`config.mk`:
```
export PLATFORM = sky130hd
export DESIGN_NAME = i2c_register_transfer_sequencer
export DESIGN_NICKNAME = d
export VERILOG_FILES = /design/src/rtl/core/i2crts_pkg.sv /design/src/rtl/core/i2crts_step.sv /design/src/rtl/core/i2c_register_transfer_sequencer.sv
export VERILOG_INCLUDE_DIRS = /design/src /design/src/rtl/core
export SDC_FILE = /design/constraint.sdc
export NUM_CORES = 1
export LEC_CHECK = 0
export BUFFER_PORTS_ARGS = -buffer_cell sky130_fd_sc_hd__buf_2
export CORE_ASPECT_RATIO = 2
export CORE_MARGIN = 2
export CORE_UTILIZATION = 50
export DETAILED_ROUTE_END_ITERATION = 16
export PLACE_DENSITY = 0.71
export SLEW_MARGIN = 20
export SYNTH_ARGS = -nofsm -noshare
export SYNTH_HDL_FRONTEND = slang
export SYNTH_SLANG_ARGS = --single-unit
export TNS_END_PERCENT = 1
```
`constraint.sdc`:
```
create_clock -name clk_i -period 4 [get_ports clk_i]
set_clock_uncertainty 0.05 [all_clocks]
set_input_delay 0.6 -clock clk_i [delete_from_list [all_inputs] [get_ports clk_i]]
set_output_delay 0.6 -clock clk_i [all_outputs]
set_load 0.01 [all_outputs]
```
`src/rtl/core/i2c_register_transfer_sequencer_macros.svh`:
```
// Assertion macros shared by the register transfer sequencer RTL
`ifndef I2C_REGISTER_TRANSFER_SEQUENCER_MACROS_SVH
`define I2C_REGISTER_TRANSFER_SEQUENCER_MACROS_SVH

// Same-cycle implication, sampled on clk_i, suspended while rst_ni is low
`define I2CRTS_ASSERT_NOW(lbl, ante, cons, msg) \
  lbl: assert property (@(posedge clk_i) disable iff (!rst_ni) (ante) |-> (cons)) \
    else $error(msg);

// Next-cycle implication, sampled on clk_i, suspended while rst_ni is low
`define I2CRTS_ASSERT_NEXT(lbl, ante, cons, msg) \
  lbl: assert property (@(posedge clk_i) disable iff (!rst_ni) (ante) |=> (cons)) \
    else $error(msg);

`endif

```
`src/rtl/core/i2crts_pkg.sv`:
```
// Types, codes and constants of the I2C register transfer sequencer
`default_nettype none

package i2crts_pkg;

  // Commands carried by an input transaction
  typedef enum logic [1:0] {
    CMD_READ  = 2'd0,
    CMD_WRITE = 2'd1,
    CMD_EVENT = 2'd2,
    CMD_NONE  = 2'd3
  } cmd_e;

  // Sequencer phases
  typedef enum logic [3:0] {
    PH_IDLE    = 4'd0,
    PH_START   = 4'd1,
    PH_ADDR    = 4'd2,
    PH_REG     = 4'd3,
    PH_RESTART = 4'd4,
    PH_RADDR   = 4'd5,
    PH_RXEN    = 4'd6,
    PH_ACKED   = 4'd7,
    PH_NACKED  = 4'd8,
    PH_STOP    = 4'd9,
    PH_WDATA   = 4'd10
  } phase_e;

  // Bus actions requested from the byte engine
  typedef enum logic [2:0] {
    ACT_NONE    = 3'd0,
    ACT_START   = 3'd1,
    ACT_SEND    = 3'd2,
    ACT_RESTART = 3'd3,
    ACT_RXEN    = 3'd4,
    ACT_ACK     = 3'd5,
    ACT_NACK    = 3'd6,
    ACT_STOP    = 3'd7
  } action_e;

  // Error codes
  localparam logic [3:0] ERR_NONE          = 4'd0;
  localparam logic [3:0] ERR_START_COLL    = 4'd1;
  localparam logic [3:0] ERR_ADDR_COLL     = 4'd2;
  localparam logic [3:0] ERR_ADDR_NACK     = 4'd3;
  localparam logic [3:0] ERR_REG_COLL      = 4'd4;
  localparam logic [3:0] ERR_REG_NACK      = 4'd5;
  localparam logic [3:0] ERR_RESTART_COLL  = 4'd6;
  localparam logic [3:0] ERR_RADDR_COLL    = 4'd7;
  localparam logic [3:0] ERR_RADDR_NACK    = 4'd8;
  localparam logic [3:0] ERR_RX_OVF        = 4'd9;
  localparam logic [3:0] ERR_RX_MISSING    = 4'd10;
  localparam logic [3:0] ERR_RX_REEN_OVF   = 4'd11;
  localparam logic [3:0] ERR_WFIRST_COLL   = 4'd12;
  localparam logic [3:0] ERR_WDATA_COLL    = 4'd13;
  localparam logic [3:0] ERR_WDATA_NACK    = 4'd14;

  // Direction bit appended to the device address
  localparam logic RW_WRITE = 1'b0;
  localparam logic RW_READ  = 1'b1;

  // One input transaction
  typedef struct packed {
    logic [1:0]  command;
    logic [6:0]  device_address;
    logic [7:0]  register_address;
    logic [15:0] length;
    logic        acked;
    logic        collision;
    logic        overflow;
    logic        rx_available;
    logic [7:0]  rx_byte;
    logic [7:0]  tx_byte;
  } in_t;

  // Sequencer state
  typedef struct packed {
    phase_e      phase;
    logic        is_read;
    logic [6:0]  target_address;
    logic [7:0]  target_register;
    logic [15:0] bytes_left;
  } state_t;

  // One result transaction
  typedef struct packed {
    action_e     action;
    logic [7:0]  action_byte;
    logic        rx_valid;
    logic [7:0]  rx_data;
    logic        done_res;
    logic [3:0]  error_code;
    logic [15:0] remaining;
    logic        rejected;
  } res_t;

endpackage

`default_nettype wire

```
`src/rtl/core/i2crts_step.sv`:
```
// Next-state and result logic for one sequencer transaction
`default_nettype none

module i2crts_step (
  input  var i2crts_pkg::in_t    item_i,
  input  var i2crts_pkg::state_t state_i,
  output i2crts_pkg::state_t     state_o,
  output i2crts_pkg::res_t       res_o
);

  i2crts_pkg::phase_e ph_eff;
  i2crts_pkg::state_t st;
  i2crts_pkg::res_t   res;
  logic [15:0]        left_dec;
  logic               fail;
  logic [3:0]         fail_code;

  assign left_dec = state_i.bytes_left - 16'd1;

  // Treat unused phase codes as idle
  always_comb begin
    if (state_i.phase > i2crts_pkg::PH_WDATA) begin
      ph_eff = i2crts_pkg::PH_IDLE;
    end else begin
      ph_eff = state_i.phase;
    end
  end

  // Decode the command against the current phase
  always_comb begin
    st          = state_i;
    st.phase    = ph_eff;
    res         = '0;
    res.action  = i2crts_pkg::ACT_NONE;
    fail        = 1'b0;
    fail_code   = i2crts_pkg::ERR_NONE;

    unique case (item_i.command)
      i2crts_pkg::CMD_READ, i2crts_pkg::CMD_WRITE: begin
        if (ph_eff != i2crts_pkg::PH_IDLE) begin
          res.rejected = 1'b1;
        end else begin
          st.is_read         = (item_i.command == i2crts_pkg::CMD_READ);
          st.target_address  = item_i.device_address;
          st.target_register = item_i.register_address;
          st.bytes_left      = item_i.length;
          if (item_i.length == 16'd0) begin
            res.done_res = 1'b1;
          end else begin
            res.action = i2crts_pkg::ACT_START;
            st.phase   = i2crts_pkg::PH_START;
            fail       = item_i.collision;
            fail_code  = i2crts_pkg::ERR_START_COLL;
          end
        end
      end
      i2crts_pkg::CMD_EVENT: begin
        unique case (ph_eff)
          i2crts_pkg::PH_START: begin
            res.action      = i2crts_pkg::ACT_SEND;
            res.action_byte = {state_i.target_address, i2crts_pkg::RW_WRITE};
            st.phase        = i2crts_pkg::PH_ADDR;
            fail            = item_i.collision;
            fail_code       = i2crts_pkg::ERR_ADDR_COLL;
          end
          i2crts_pkg::PH_ADDR: begin
            if (!item_i.acked) begin
              fail      = 1'b1;
              fail_code = i2crts_pkg::ERR_ADDR_NACK;
            end else begin
              res.action      = i2crts_pkg::ACT_SEND;
              res.action_byte = state_i.target_register;
              st.phase        = i2crts_pkg::PH_REG;
              fail            = item_i.collision;
              fail_code       = i2crts_pkg::ERR_REG_COLL;
            end
          end
          i2crts_pkg::PH_REG: begin
            if (!item_i.acked) begin
              fail      = 1'b1;
              fail_code = i2crts_pkg::ERR_REG_NACK;
            end else if (state_i.is_read) begin
              res.action = i2crts_pkg::ACT_RESTART;
              st.phase   = i2crts_pkg::PH_RESTART;
              fail       = item_i.collision;
              fail_code  = i2crts_pkg::ERR_RESTART_COLL;
            end else begin
              st.phase = i2crts_pkg::PH_WDATA;
              if (state_i.bytes_left != 16'd0) begin
                res.action      = i2crts_pkg::ACT_SEND;
                res.action_byte = item_i.tx_byte;
                fail            = item_i.collision;
                fail_code       = i2crts_pkg::ERR_WFIRST_COLL;
                if (!item_i.collision) begin
                  st.bytes_left = left_dec;
                end
              end
            end
          end
          i2crts_pkg::PH_RESTART: begin
            if (state_i.is_read) begin
              res.action      = i2crts_pkg::ACT_SEND;
              res.action_byte = {state_i.target_address, i2crts_pkg::RW_READ};
              st.phase        = i2crts_pkg::PH_RADDR;
              fail            = item_i.collision;
              fail_code       = i2crts_pkg::ERR_RADDR_COLL;
            end
          end
          i2crts_pkg::PH_RADDR: begin
            if (!item_i.acked) begin
              fail      = 1'b1;
              fail_code = i2crts_pkg::ERR_RADDR_NACK;
            end else if (state_i.is_read) begin
              res.action = i2crts_pkg::ACT_RXEN;
              st.phase   = i2crts_pkg::PH_RXEN;
              fail       = item_i.overflow;
              fail_code  = i2crts_pkg::ERR_RX_OVF;
            end
          end
          i2crts_pkg::PH_RXEN: begin
            if (state_i.is_read) begin
              if (!item_i.rx_available) begin
                fail      = 1'b1;
                fail_code = i2crts_pkg::ERR_RX_MISSING;
              end else begin
                // Deliver the byte if one is still owed, then ACK or NACK
                if (state_i.bytes_left != 16'd0) begin
                  res.rx_valid  = 1'b1;
                  res.rx_data   = item_i.rx_byte;
                  st.bytes_left = left_dec;
                end
                if (st.bytes_left == 16'd0) begin
                  res.action = i2crts_pkg::ACT_NACK;
                  st.phase   = i2crts_pkg::PH_NACKED;
                end else begin
                  res.action = i2crts_pkg::ACT_ACK;
                  st.phase   = i2crts_pkg::PH_ACKED;
                end
              end
            end
          end
          i2crts_pkg::PH_ACKED: begin
            res.action = i2crts_pkg::ACT_RXEN;
            st.phase   = i2crts_pkg::PH_RXEN;
            fail       = item_i.overflow;
            fail_code  = i2crts_pkg::ERR_RX_REEN_OVF;
          end
          i2crts_pkg::PH_NACKED: begin
            res.action = i2crts_pkg::ACT_STOP;
            st.phase   = i2crts_pkg::PH_STOP;
          end
          i2crts_pkg::PH_STOP: begin
            st.phase     = i2crts_pkg::PH_IDLE;
            res.done_res = 1'b1;
          end
          i2crts_pkg::PH_WDATA: begin
            if (!item_i.acked) begin
              fail      = 1'b1;
              fail_code = i2crts_pkg::ERR_WDATA_NACK;
            end else if (!state_i.is_read) begin
              if (state_i.bytes_left != 16'd0) begin
                res.action      = i2crts_pkg::ACT_SEND;
                res.action_byte = item_i.tx_byte;
                fail            = item_i.collision;
                fail_code       = i2crts_pkg::ERR_WDATA_COLL;
                if (!item_i.collision) begin
                  st.bytes_left = left_dec;
                end
              end else begin
                res.action = i2crts_pkg::ACT_STOP;
                st.phase   = i2crts_pkg::PH_STOP;
              end
            end
          end
          default: begin
            // Idle: a bus event has no effect
          end
        endcase
      end
      default: begin
        // Unused command: no effect
      end
    endcase

    // Abort the transfer on any error
    if (fail) begin
      st.phase       = i2crts_pkg::PH_IDLE;
      res.done_res   = 1'b1;
      res.error_code = fail_code;
    end

    res.remaining = st.bytes_left;
  end

  assign state_o = st;
  assign res_o   = res;

endmodule

`default_nettype wire

```
`src/rtl/core/i2c_register_transfer_sequencer.sv`:
```
// I2C register transfer sequencer: input register, step logic, result register
//
// Steps an I2C master through a register read or write, one transaction in,
// one result out. A start command (read or write) loads device address,
// register address and byte count; each bus event from the byte engine then
// yields the next bus action (start, address, register, data, repeated start,
// receive enable, ACK/NACK, stop) and, for reads, the delivered byte. Every
// input transaction produces exactly one result. A start while busy returns
// rejected; a zero length start finishes at once. A collision on a start, restart
// or send, a missing ACK, overflow or missing receive data ends the transfer with
// done_res and a non-zero error_code. Throughput is one transaction per clock
// while the result channel is not stalled; a transaction passes through the
// input register and then the result register, with the sequencer state updated
// as a transaction moves between them. There are no configuration registers.
`default_nettype none

module i2c_register_transfer_sequencer (
  input  var logic        clk_i,
  input  var logic        rst_ni,
  // input channel
  input  var logic        in_valid_i,
  output logic            in_ready_o,
  input  var logic [1:0]  command_i,
  input  var logic [6:0]  device_address_i,
  input  var logic [7:0]  register_address_i,
  input  var logic [15:0] length_i,
  input  var logic        acked_i,
  input  var logic        collision_i,
  input  var logic        overflow_i,
  input  var logic        rx_available_i,
  input  var logic [7:0]  rx_byte_i,
  input  var logic [7:0]  tx_byte_i,
  // result channel
  output logic            out_valid_o,
  input  var logic        out_ready_i,
  output logic [2:0]      action_o,
  output logic [7:0]      action_byte_o,
  output logic            rx_valid_o,
  output logic [7:0]      rx_data_o,
  output logic            done_res_o,
  output logic [3:0]      error_code_o,
  output logic [15:0]     remaining_o,
  output logic            rejected_o
);

  `include "i2c_register_transfer_sequencer_macros.svh"

  logic                 in_valid_q;
  i2crts_pkg::in_t      in_q;
  i2crts_pkg::in_t      in_d;
  logic                 out_valid_q;
  i2crts_pkg::res_t     res_q;
  i2crts_pkg::res_t     res_d;
  i2crts_pkg::state_t   state_q;
  i2crts_pkg::state_t   state_d;
  logic                 advance;
  logic                 accept;

  // Move a transaction into the result register when it is free or drained
  assign advance    = in_valid_q && (!out_valid_q || out_ready_i);
  assign in_ready_o = !in_valid_q || advance;
  assign accept     = in_valid_i && in_ready_o;

  // Gather the input payload
  always_comb begin
    in_d.command          = command_i;
    in_d.device_address   = device_address_i;
    in_d.register_address = register_address_i;
    in_d.length           = length_i;
    in_d.acked            = acked_i;
    in_d.collision        = collision_i;
    in_d.overflow         = overflow_i;
    in_d.rx_available     = rx_available_i;
    in_d.rx_byte          = rx_byte_i;
    in_d.tx_byte          = tx_byte_i;
  end

  // Hold the input valid flag
  always_ff @(posedge clk_i or negedge rst_ni) begin
    if (!rst_ni) begin
      in_valid_q <= 1'b0;
    end else if (in_ready_o) begin
      in_valid_q <= in_valid_i;
    end
  end

  // Capture the input payload
  always_ff @(posedge clk_i) begin
    if (accept) begin
      in_q <= in_d;
    end
  end

  i2crts_step u_step (
    .item_i  (in_q),
    .state_i (state_q),
    .state_o (state_d),
    .res_o   (res_d)
  );

  // Advance the sequencer state with each transaction
  always_ff @(posedge clk_i or negedge rst_ni) begin
    if (!rst_ni) begin
      state_q <= '{phase: i2crts_pkg::PH_IDLE, default: '0};
    end else if (advance) begin
      state_q <= state_d;
    end
  end

  // Hold the result valid flag
  always_ff @(posedge clk_i or negedge rst_ni) begin
    if (!rst_ni) begin
      out_valid_q <= 1'b0;
    end else if (advance) begin
      out_valid_q <= 1'b1;
    end else if (out_ready_i) begin
      out_valid_q <= 1'b0;
    end
  end

  // Capture the result payload
  always_ff @(posedge clk_i) begin
    if (advance) begin
      res_q <= res_d;
    end
  end

  assign out_valid_o   = out_valid_q;
  assign action_o      = res_q.action;
  assign action_byte_o = res_q.action_byte;
  assign rx_valid_o    = res_q.rx_valid;
  assign rx_data_o     = res_q.rx_data;
  assign done_res_o    = res_q.done_res;
  assign error_code_o  = res_q.error_code;
  assign remaining_o   = res_q.remaining;
  assign rejected_o    = res_q.rejected;

  // Checks on the sequencer logic
  `I2CRTS_ASSERT_NOW(a_err_needs_done, out_valid_q && (res_q.error_code != i2crts_pkg::ERR_NONE), res_q.done_res, "error code without done")
  `I2CRTS_ASSERT_NOW(a_reject_alone, out_valid_q && res_q.rejected, !res_q.done_res && (res_q.action == i2crts_pkg::ACT_NONE), "rejected transaction carries other results")
  `I2CRTS_ASSERT_NOW(a_rx_with_ack, out_valid_q && res_q.rx_valid, (res_q.action == i2crts_pkg::ACT_ACK) || (res_q.action == i2crts_pkg::ACT_NACK), "read byte delivered without ACK or NACK")
  `I2CRTS_ASSERT_NEXT(a_done_to_idle, advance && res_d.done_res, state_q.phase == i2crts_pkg::PH_IDLE, "sequencer not idle after completion")
  `I2CRTS_ASSERT_NOW(a_stall_only_full, !in_ready_o, in_valid_q && out_valid_q && !out_ready_i, "input stalled with room downstream")

endmodule

`default_nettype wire

```
==> metrics.txt <==
status finished clean; Avg Vias per Cell 6.53; fin nets 770; share of cells above drive strength 1 0.283; crit path DAT 3.64 ns; RD Place Congestion 1.02; async set-reset flop share out of synthesis 0.286; Max Fanout on Critical Path 17; CTS tree built; die area 14900 sq um; Seq/Total Area, Yosys 0.549; Max-Slew Margin vs Limit 0.325; maximum VDD drop 0.408 mV; largest net degree at the start of global routing 43; Buf/Inv on CP 0; ant diodes 0; # clock sinks 133; max_cap viols 0; largest stage delay on the critical path 0.70 ns; final hold vios 0; Mapped Area 6930 sq um; most common cell after layout, fill and taps aside buf_2; CP max stage cell dfrtp_1; Setup crit end kind register; initial antenna violation count 0; Worst Hold Class primary input to async pin; largest delay contributor family on the critical path simple AND/OR/NAND/NOR gates; Placement Setup Slack 0.706 ns; fill count 1117; synth warn 0; Power Total 5570 uW; # DRC 0; Reg2Reg Launch Point state_q[33]; setup violators final 0; TritonCTS Buffers 17; GRT Overall Usage 0.288; Mean Syn Cell Area 11.2 sq um; Syn Nets 678; Max Slew Vio Count 0; # IOs 101; Main synth FF type edfxtp_1; root buf cell clkbuf_16; cell row count 60; via count 5744; Worst Path Required 4.25 ns; Die W 87.3 um; Worst-Margin Slew 1.00 ns; Synth-to-Final Area Change 17.1%; FF-to-FF End state_q[3]; Routed WL 21000 um; leak pwr 0.00304 uW; Synth Register Bits 133; post-CTS setup buffers 0; Area contributors post-synth edfxtp_1 (41%), dfrtp_1 (14%), mux2_2 (3.1%); setup TNS 0 ns; drt wl/cell 23.9 um; EDFF count, synth 95; CTS H-Tree Depth 4; Min Hold Slack 0.139 ns; DR iter-0 viols 334; Final period util 0.848; core area 13500 sq um; largest area contributor in the netlist edfxtp_1; Worst-path clk slew 0.07 ns; Critical Path Start Type register; R2R Setup Slk 0.61 ns; global route total overflow 0; Clock Tree Buf Depth 2; drt first pass iters 5; reg2reg path depth 6; worst setup margin 0.606 ns; WS Path Type register to register; most frequent cells in the layout buf_2 (99), edfxtp_1 (95), nand2_1 (47); Mapped Cells 620; IO Port Bufs 100; later-pin clock latency in the skew report 0.42 ns; Post-CTS Resized 0; Final ANT Viol Nets 0; RSZ-0062 raised after global routing no; post-DP HPWL 15200 um; die height 171 um; vias in the first global route 5826; Tmin final 3.39 ns; Synth top area share 0.412; critical-path cell list or4bb_1 > nor3_1 > o21ai_1 > nor4_2 > mux2_2 > a221o_1; library cells used by synthesis 85; Initial Util 0.513; fmax 0.295 GHz; first-pass GRT wire length 31500 um; PD cells 687 nW/um^2; CTS Hold Buffers Added 0
-- routing by layer --
metal / track usage / routed length (um) / up-vias
li1: - / - / 2570
met1: 0.279 / 6880 / 2824
met2: 0.532 / 11800 / 271
met3: 0.0381 / 808 / 79
met4: 0.212 / 1540 / 0
met5: 0 / 0 / -
-- worst max-delay path by stage --
stage,from,endpoint,slack (ns),depth (start not counted)
6_report,state_q[33],state_q[3],0.61,6
3_5_place_dp,state_q[33],state_q[3],0.71,6
4_1_cts,state_q[33],state_q[3],0.68,6
5_1_grt,state_q[0],done_res_o,0.47,8
2_1_floorplan,out_ready_i,state_q[32],1.04,6
3_3_place_gp,state_q[33],state_q[3],0.72,6
-- where the power goes --
group	leakage (uW)	internal, uW	total, uW	switching, uW
clock network	0.000276	832	1530	699
registers	0.00138	1810	2230	423
logic	0.00139	766	1810	1050
total	0.00304	3410	5570	2170
-- sequential cells by signal (all words and copies together) (netlist names) --
signal	cells
in_q	53
state_q	36
remaining_o	16
action_byte_o	8
rx_data_o	8
error_code_o	4
action_o	3
done_res_o	1
in_valid_q	1
out_valid_o	1
rejected_o	1
rx_valid_o	1
-- cell type report --
cell class              count  area (sq um)  share of cell area
multi-input cells         426          2820               0.347
repair buffers            121           673              0.0829
well taps                 155           194              0.0239
clock buffers              17           425              0.0524
flip-flops and latches    133          3800               0.468
clock inverters            15           155              0.0191
inverters                  13          48.8             0.00601
-- Yosys cell counts, types with 8 or more instances --
cell,count
nor2_1,42
clkbuf_1,31
o211ai_1,8
edfxtp_1,95
and2_1,12
mux2_2,19
nor3_1,17
a221o_1,9
o21ai_0,21
nand2_1,47
a21oi_1,38
nor2b_1,13
inv_1,12
nor4_1,9
nand2b_1,16
a222oi_1,8
nand3_1,14
dfrtp_1,38
a22oi_1,8
-- cell families (layout without fill, tap and decap cells) --
family	Yosys count	in the layout	synth area share
XOR/XNOR	6	6	0.00758
flip-flops	133	133	0.549
adder cells (fa/ha/maj)	1	1	0.00180
AO/OA/AOI/OAI	166	166	0.171
AND/OR/NAND/NOR	231	231	0.190
buffers and inverters	61	166	0.0455
multiplexers	22	22	0.0352
-- stage by stage --
stage | std cells | utilization | cell area, sq um
6_report | 880 | 0.601 | 8120
5_1_grt | 880 | 0.601 | 8120
4_1_cts | 880 | 0.600 | 8110
3_5_place_dp | 848 | 0.557 | 7530
3_3_place_gp | 848 | 0.557 | 7530
2_1_floorplan | 620 | - | 6930
Note: power is estimated with default switching activity, not from simulation.
